<file path="config.mk">
export PLATFORM = sky130hd
export DESIGN_NAME = qpm_fifo
export DESIGN_NICKNAME = d
export VERILOG_FILES = /design/src/rtl/qpm_fifo.sv
export SDC_FILE = /design/constraint.sdc
export NUM_CORES = 1
export LEC_CHECK = 0
export BUFFER_PORTS_ARGS = -buffer_cell sky130_fd_sc_hd__clkbuf_2
export CORE_MARGIN = 2
export CORE_UTILIZATION = 52
export DETAILED_ROUTE_END_ITERATION = 16
export HOLD_SLACK_MARGIN = 0.03
export PLACE_DENSITY_LB_ADDON = 0.15
export SKIP_LAST_GASP = 1
export SYNTH_ARGS = -nofsm -noshare
export SYNTH_HDL_FRONTEND = slang
export SYNTH_SLANG_ARGS = --single-unit
</file>
<file path="constraint.sdc">
create_clock -name clk -period 2.49 [get_ports clk]
set_input_delay 0.498 -clock clk [delete_from_list [all_inputs] [get_ports clk]]
set_output_delay 0.498 -clock clk [all_outputs]
set_load 0.02 [all_outputs]
</file>
<file path="src/rtl/qpm_fifo.sv">
// Short queue between front and back ends
module qpm_fifo #(
  parameter int DW = 8
) (
  input  logic          clk,
  input  logic          rst_n,
  input  logic          wr_valid,
  output logic          wr_ready,
  input  logic [DW-1:0] wr_data,
  output logic          rd_valid,
  input  logic          rd_ready,
  output logic [DW-1:0] rd_data
);
  logic [DW-1:0] mem_r [2];
  logic wp_r, rp_r;
  logic [1:0] cnt_r;
  logic wr, rd;
  assign wr_ready = cnt_r != 2'd2;
  assign rd_valid = cnt_r != 2'd0;
  assign wr = wr_valid && wr_ready;
  assign rd = rd_valid && rd_ready;
  assign rd_data = mem_r[rp_r];
  always_ff @(posedge clk) begin
    if (!rst_n) begin
      wp_r <= 1'b0; rp_r <= 1'b0; cnt_r <= 2'd0;
    end else begin
      if (wr) wp_r <= ~wp_r;
      if (rd) rp_r <= ~rp_r;
      cnt_r <= cnt_r + 2'(wr) - 2'(rd);
    end
  end
  always_ff @(posedge clk) begin
    if (wr) mem_r[wp_r] <= wr_data;
  end
endmodule

</file>
==> results.cfg, run 1 <==
[sta]
finalHoldViolCount = 0
clock.fmax_ghz = 0.533
tns_ns = 0
setup_viol_count_final = 0
finalCritPeriodShare = 0.754
fin_crit_ns = 1.88
worst_pin_slew_ns = 0.672
finalWorstSetupSlack_ns = 0.613
fin_worst_skew_ns = 0.00298
relSlewSlack = 0.551
rsz0062_at_grt = false
holdWs_ns = 0.385
drv_slew = 0

[global_route]
track_usage = 0.142
use_met1 = 0.148
grt_max_degree = 12
met3_usage = 0.0375
overflow = 0
antenna_found_initial = 0
met2_usage = 0.251
grt_pass1_wl_mm = 1.87
top_usage_layer = met2
grt_pass1_vias = 468

[routing]
dr_total_vias = 461
routed_wl_mm = 1.12
avgViaCountPerCell = 5.18
wire_per_inst_um = 12.5
dr.pass1.iters = 1
drc = 0
drtAntennaViolNets = 0
drt_iter0_drc = 0

[critical_path]
worstSetupPathType = register to output pin
path_cells = mux2_2 -> clkbuf_2
worstPathMaxFanout = 8
crit_family = flip-flops
cp_slowest_cell = dfxtp_1
critPathRequiredTime_ns = 1.99
r2r_end = cnt_r[1]$_SDFF_PN0_
worst_setup_path_end_kind = output pin
r2r-start = cnt_r[0]$_SDFF_PN0_
worst-path-buf-inv = 1
crit_arrival_ns = 1.38
cp_slowest_stage_delay_ns = 0.54
cp_num_cells = 2
ff2ff_setup_slack_ns = 0.87
cp-start-kind = register
reg2reg_depth = 8

[die]
num_rows = 14
core_sq_um = 1490
ios = 22
start_util = 0.545
die-area_sq_um = 1890
chipWidth_um = 43.5
die_h_um = 43.5

[clocking]
ctsLongestPathBuffers = 2
cts_setup_buffers = 0
cts-buffers-inserted = 3
clock_sinks = 21
clk_pin_slew_ns = 0.11
htreeDepth = 1
clock_latency_ns = 0.29
cts_hold_buf = 0
cts-root-buf = clkbuf_4
cts-resized-gates = 0
cts_tree = yes

[placed_design]
placed_area_sq_um = 931
place_ws_ns = 0.780
routabilityCongestion = 0.679
dp_cells = 85
dp_hpwl_um = 849
io_buffers = 21

[power_and_ir_drop]
vdd_ir_drop_max_uv = 522
powerDensity_nw_per_um2 = 996
p_int_uw = 654
p_sw_uw = 299
p_leak_nw = 0.389
share_seq_of_total_power = 0.511
p_clk_frac = 0.163
switching_share = 0.314
power_uw = 953
combPwrFrac = 0.325

[synth]
synth_cell_types = 16
syn_avg_cell_area_sq_um = 16.5
syn_area_sq_um = 811
seq_area_frac_synth = 0.716
synth_warnings = 0
syn-num-nets = 63
yosys.area.top_type_share = 0.593
syn_inst = 49
ys_seq_elements = 21
synth_area_leaders = edfxtp_1 (59%), dfxtp_1 (12%), mux2_2 (11%)
synth_area_leader_cell = edfxtp_1

[min_path]
min_delay_path_depth = 1
hold_class = input pin to register
hold_path_end = mem_r[1][1]$_DFFE_PP_
worstHoldStart = wr_data[1]

[final_layout]
syn_to_final_growth_pct = 18.1
final_cell_area_sq_um = 957
diodes = 0
num-nets-final = 88
fin_cells = 89
fin_util = 0.643
drive_gt1_frac = 0.466

[job]
cap_violations = 0

[status]
status = complete, no violations
## worst max-delay path by stage
stage	from	end	slack, ns
detailed placement	rd_ready	cnt_r[1]$_SDFF_PN0_	0.78
CTS	register	rd_data[7]	0.58
global route	register	rd_data[7]	0.55
global placement	rd_ready	cnt_r[1]$_SDFF_PN0_	0.81
finish	register	rd_data[7]	0.61
floorplan	cnt_r[0]$_SDFF_PN0_	cnt_r[1]$_SDFF_PN0_	0.78
## synthesized netlist by cell type, drive strengths merged
cell	number
and2	2
nor2b	2
and3	1
nand2	2
o21a	1
buf	1
mux2i	1
xnor2	3
nand2b	2
ha	2
inv	1
nor2	1
mux2	8
dfxtp	5
or2	1
edfxtp	16
## worst register-to-register path: stages, from the launching register on
cell and delay, ns:
dfxtp_1 0.38, nand2b_1 0.15, nand2_1 0.11, ha_1 0.29, inv_1 0.04, ha_1 0.18
xnor2_1 0.13, xnor2_1 0.12, and2_1 0.14
## cell type report
| class | count | area, sq um |
|---|---|---|
| fill | 126 | 532 |
| timing repair buffer | 21 | 105 |
| inverter | 1 | 3.75 |
| tap | 16 | 20.0 |
| multi-input combinational | 26 | 221 |
| clock buffer | 4 | 26.3 |
| sequential | 21 | 581 |
## power groups by stage
stage                     combinational [mW]  sequential, mW  clock (mW)
after floorplan                        0.251           0.473           0
after global placement                 0.309           0.494           0
after detailed placement               0.316           0.497           0
after CTS                              0.316           0.490       0.164
after global routing                   0.345           0.495       0.177
final                                  0.310           0.488       0.156
## routing by layer
layer,up-vias,part of all wire
met3,2,0.046
met1,218,0.41
met5,-,0
met2,15,0.53
met4,0,0.016
li1,226,-
## state kept, by name, indices dropped and copies added, names as in the netlist, named ones only
name and count:
rp_r 1, mem_r 16, cnt_r 2, wp_r 1
## cell families (layout without fill, tap and decap cells)
family,Yosys count,count (layout),share of synthesized area
AOI/OAI and AO/OA,1,1,0.0108
xor gates and xnor gates,3,3,0.0324
adders and majority gates,2,2,0.0309
buffers and inverters,2,26,0.0108
DFF,21,21,0.716
muxes,9,9,0.123
and+or+nand+nor,11,11,0.0756
## placed cells by master (no fill, tap or decap)
master	n
mux2i_1	1
xnor2_1	3
clkbuf_1	1
nand2_1	2
and3_1	1
clkbuf_4	3
ha_1	2
inv_1	1
nand2b_1	2
nor2_1	1
dfxtp_1	5
and2_1	2
mux2_2	8
nor2b_1	2
edfxtp_1	16
clkbuf_2	21
o21a_2	1
or2_2	1
(Power assumes the default switching activity.)
==> run 2, diff against run 1 <==
--- a/config.mk
+++ b/config.mk
@@ -7,7 +7,7 @@
 export LEC_CHECK = 0
 export BUFFER_PORTS_ARGS = -buffer_cell sky130_fd_sc_hd__clkbuf_2
 export CORE_MARGIN = 2
-export CORE_UTILIZATION = 52
+export CORE_UTILIZATION = 44
 export DETAILED_ROUTE_END_ITERATION = 16
 export HOLD_SLACK_MARGIN = 0.03
 export PLACE_DENSITY_LB_ADDON = 0.15
==> constraint.sdc (replaced) <==
create_clock -name clk -period 1.5 [get_ports clk]
set_input_delay 0.3 -clock clk [delete_from_list [all_inputs] [get_ports clk]]
set_output_delay 0.3 -clock clk [all_outputs]
set_load 0.02 [all_outputs]
==> run 2 against run 1 <==
Net effect:
- clock skew shrank 0.00076 ns
- largest power group is now combinational logic
- the run now ends with negative setup slack left
- non-clock buffer count grew 7
- sequential power grew 68%
- clock power grew 60%
- global-route usage shrank 1.3 points
- setup slack lost 0.63 ns
- via count grew 6.7%
- worst hold slack lost 0.19 ns
- final cell count grew 18%
- power grew 110%
==> results.cfg, run 2 (synthesized netlist as in run 1, its figures left out) <==
[clocking]
clock_latency_ns = 0.29
cts_tree = yes
clk_pin_slew_ns = 0.10
clock_sinks = 21
ctsLongestPathBuffers = 2
htreeDepth = 1
cts_hold_buf = 0
cts-buffers-inserted = 3
cts-root-buf = clkbuf_4

[die]
start_util = 0.470
ios = 22
die-area_sq_um = 2200
core_sq_um = 1730
chipWidth_um = 46.9
num_rows = 15
die_h_um = 46.9

[job]
cap_violations = 0

[final_layout]
layout_common_cells = edfxtp_1 (16), clkbuf_2 (13), buf_8 (9)
largest_reg_flops = 16
diodes = 0
reg.largest.list = mem_r: 16 flops, cnt_r: 2 flops
top_register = mem_r
syn_to_final_growth_pct = 48.1
num-nets-final = 95
drive_gt1_frac = 0.625
final_common_cell = edfxtp_1

[global_route]
grt_max_degree = 12
track_usage = 0.130
antenna_found_initial = 0
grt_pass1_vias = 461
grt_pass1_wl_mm = 1.88
overflow = 0

[placed_design]
dp_hpwl_um = 974
routabilityCongestion = 0.650
io_buffers = 21

[routing]
drc = 0
drtAntennaViolNets = 0
dr.pass1.iters = 2
routed_wl_mm = 1.26
drt_iter0_drc = 2
avgViaCountPerCell = 4.69
dr_total_vias = 492
wire_per_inst_um = 12.0

[sta]
drv_slew = 0
setup_viol_count_final = 9
finalCritPeriodShare = 1.01
finalHoldViolCount = 0
fin_worst_skew_ns = 0.00222
worst_pin_slew_ns = 0.382
finalWorstSetupSlack_ns = -0.0182
clock.fmax_ghz = 0.659
fin_crit_ns = 1.52
relSlewSlack = 0.745
rsz0062_at_grt = true
holdWs_ns = 0.196

[power_and_ir_drop]
p_clk_frac = 0.125
combPwrFrac = 0.465
switching_share = 0.299
powerDensity_nw_per_um2 = 1660
power_mw = 2.00
p_sw_uw = 599
p_leak_nw = 0.488
vdd_ir_drop_max_uv = 968
share_seq_of_total_power = 0.410
p_int_mw = 1.40

[critical_path]
cp_slowest_stage_delay_ns = 0.35
worst_setup_path_end_kind = output pin
critPathRequiredTime_ns = 1.20
path_common_cell = buf_8
cp_slowest_cell = dfxtp_2
path_cells = buf_8 -> mux2_4 -> buf_8
cp-start-kind = register
worstPathMaxFanout = 8
worst-path-buf-inv = 2
crit_arrival_ns = 1.22
crit_family = flip-flops
worstSetupPathType = register to output pin

[status]
failed_checks = negative setup slack
status = complete, but fails checks

[min_path]
hold_class = input pin to register
## run 2: path summary, 6_finish.rpt
kind / from / endpoint / slack, ns / cells after the start
min: wr_data[3] / mem_r[0][3]$_DFFE_PP_ / 0.20 / 1
min reg2reg: wp_r$_SDFFE_PN0N_ / wp_r$_SDFFE_PN0N_ / 0.51 / 2
max reg2reg: cnt_r[1]$_SDFF_PN0_ / cnt_r[1]$_SDFF_PN0_ / -0.02 / 7
max: register / rd_data[4] / -0.02 / 3
## run 2: worst register-to-register path, delay by kind of cell (launching register included)
family	cells	cell delay, ns
AO/OA/AOI/OAI	1	0.22
XOR/XNOR	2	0.25
adder cells (fa/ha/maj)	2	0.41
buffers and inverters	1	0.03
flip-flops	1	0.38
AND/OR/NAND/NOR	1	0.13
## run 2: timing repair
action	4_1_cts	5_1_grt
setup endpoints to repair	9	9
resized for setup	32	8
setup buffers	1	1
pin swaps	5	1
## run 2: routing by layer
layer / vias to the layer above / GRT usage / part of all wire
met2: 8 / 0.247 / 0.59
met1: 246 / 0.126 / 0.38
met3: 0 / 0.0462 / 0.027
met5: - / 0 / 0
li1: 238 / - / -
met4: 0 / 0.0500 / 0
## run 2: through the flow
step / setup slack, ns / setup TNS, ns / cell area, sq um / utilization / std cells
CTS: -0.0521 / -0.379 / 1180 / 0.686 / 104
finish: -0.0182 / -0.140 / 1200 / 0.696 / 105
global placement: 0.0102 / 0 / 1000 / 0.579 / 99
detailed placement: -0.0305 / -0.0305 / 1000 / 0.579 / 99
global route: -0.0851 / -0.730 / 1200 / 0.696 / 105
floorplan: 0.00210 / 0 / 831 / - / 49
## run 2: area by class of cell
cell class	count	area, sq um
Clock buffer	4	26.3
Timing Repair Buffer	28	245
Inverter	1	3.75
Fill cell	132	526
Tap cell	25	31.3
Multi-Input combinational cell	26	305
Sequential cell	21	589
## run 2: power groups by stage
stage	clock, mW	combinational, mW	sequential [mW]
after floorplan	0	0.439	0.796
after global placement	0	0.626	0.806
after detailed placement	0	0.636	0.812
after CTS	0.264	0.883	0.821
after global routing	0.298	0.992	0.832
final	0.250	0.930	0.819
==> run 3, diff against run 2 <==
--- a/config.mk
+++ b/config.mk
@@ -7,7 +7,7 @@
 export LEC_CHECK = 0
 export BUFFER_PORTS_ARGS = -buffer_cell sky130_fd_sc_hd__clkbuf_2
 export CORE_MARGIN = 2
-export CORE_UTILIZATION = 44
+export CORE_UTILIZATION = 49
 export DETAILED_ROUTE_END_ITERATION = 16
 export HOLD_SLACK_MARGIN = 0.03
 export PLACE_DENSITY_LB_ADDON = 0.15
==> constraint.sdc (replaced) <==
create_clock -name clk -period 1.4 [get_ports clk]
set_input_delay 0.28 -clock clk [delete_from_list [all_inputs] [get_ports clk]]
set_output_delay 0.28 -clock clk [all_outputs]
set_load 0.02 [all_outputs]
==> run 3 against run 2 <==
Net effect:
- the flow still finishes with violations (negative setup slack)
- core utilization rose by 13 points
- sequential cell count did not move
- global-route usage up 4.4 points
- non-clock buffer count rose by 4
- critical endpoint is now rd_data[0]
==> results.cfg, run 3 (synthesized netlist as in run 1, its figures left out) <==
[clocking]
clock_latency_ns = 0.30
cts_tree = yes
ctsLongestPathBuffers = 2
cts_hold_buf = 0
clk_pin_slew_ns = 0.11
htreeDepth = 1
cts-root-buf = clkbuf_4
clock_sinks = 21
cts-buffers-inserted = 3

[global_route]
met2_usage = 0.301
use_met1 = 0.211
met3_usage = 0.0408
grt_max_degree = 13
top_usage_layer = met2
grt_pass1_vias = 533
grt_pass1_wl_mm = 2.35
track_usage = 0.173
antenna_found_initial = 0
overflow = 0

[routing]
avgViaCountPerCell = 4.97
drc = 0
dr_total_vias = 497
routed_wl_mm = 1.42
dr.pass1.iters = 3
drt_iter0_drc = 8
drtAntennaViolNets = 0
wire_per_inst_um = 14.2

[final_layout]
largest_reg_flops = 16
reg.largest.list = mem_r: 16 flops, cnt_r: 2 flops
syn_to_final_growth_pct = 54.3
final_common_cell = edfxtp_1
drive_gt1_frac = 0.655
fin_cells = 100
layout_common_cells = edfxtp_1 (16), clkbuf_2 (11), buf_8 (10)
num-nets-final = 99
fillCellCount = 84
fin_util = 0.821
diodes = 0
top_register = mem_r

[critical_path]
cp-start-kind = register
critPathRequiredTime_ns = 1.12
worst_setup_path_end_kind = output pin
crit_arrival_ns = 1.25
worstPathMaxFanout = 8
worstSetupPathType = register to output pin

[sta]
worst_pin_slew_ns = 0.169
rsz0062_at_grt = true
clock.fmax_ghz = 0.656
relSlewSlack = 0.886
finalCritPeriodShare = 1.09
drv_slew = 0
finalHoldViolCount = 0
finalWorstSetupSlack_ns = -0.125
setup_viol_count_final = 10
fin_crit_ns = 1.53
fin_worst_skew_ns = 0.00585

[placed_design]
io_buffers = 21
dp_cells = 95
routabilityCongestion = 0.684
dp_hpwl_um = 958

[power_and_ir_drop]
p_leak_nw = 0.521
power_mw = 2.31
powerDensity_nw_per_um2 = 1850
vdd_ir_drop_max_uv = 1100

[die]
num_rows = 14
start_util = 0.532
ios = 22
die_h_um = 44.7
core_sq_um = 1520
die-area_sq_um = 2000
chipWidth_um = 44.7

[job]
cap_violations = 0

[min_path]
hold_class = input pin to register

[status]
status = complete, but fails checks
failed_checks = negative setup slack
run 3: cell type report:
type	instances	area [sq um]	share of cell area
flip-flops and latches	21	589	0.471
clock inverters	1	5.00	0.00400
repair buffers	32	303	0.242
inverters	1	3.75	0.00300
well taps	16	20.0	0.0160
multi-input cells	26	308	0.246
clock buffers	3	22.5	0.0180
run 3: timing repair:
item                       CTS  global route
resized for setup           35            14
setup buffers                1             0
hold endpoints to repair     0             0
cloned                       0             0
setup endpoints to repair   10            11
pin swaps                    5             2
run 3: path summary, 6_finish.rpt:
kind                            start               endpoint  slack, ns  cells past startpoint
hold reg to reg     wp_r$_SDFFE_PN0N_      wp_r$_SDFFE_PN0N_       0.49                      2
hold / removal             wr_data[4]  mem_r[0][4]$_DFFE_PP_       0.16                      1
setup / recovery             register             rd_data[0]      -0.13                      3
setup reg to reg  cnt_r[0]$_SDFF_PN0_    cnt_r[1]$_SDFF_PN0_      -0.09                      7
run 3: per-stage QoR:
step	setup WS (ns)	hold WS [ns]	setup TNS [ns]	area, sq um
floorplan	-0.0892	0.379	-0.0892	851
CTS	-0.139	0.156	-1.22	1230
global placement	-0.0699	0.470	-0.0699	1050
finish	-0.125	0.163	-1.08	1250
detailed placement	-0.0931	0.472	-0.0931	1050
global route	-0.185	0.140	-1.67	1250
run 3: worst max-delay path: stages (launching register included):
cell     delay (ns)
dfxtp_2        0.35
buf_8          0.14
mux2_4         0.32
buf_8          0.13
run 3: per-layer routing:
layer,up-vias,share of wire
met5,-,0
met4,0,0.0063
met3,2,0.054
met2,14,0.57
met1,234,0.37
li1,247,-
run 3: report_power, final:
| part | switching (mW) | internal [mW] |
|---|---|---|
| combinational | 0.461 | 0.700 |
| clock | 0.172 | 0.106 |
| sequential | 0.0632 | 0.809 |
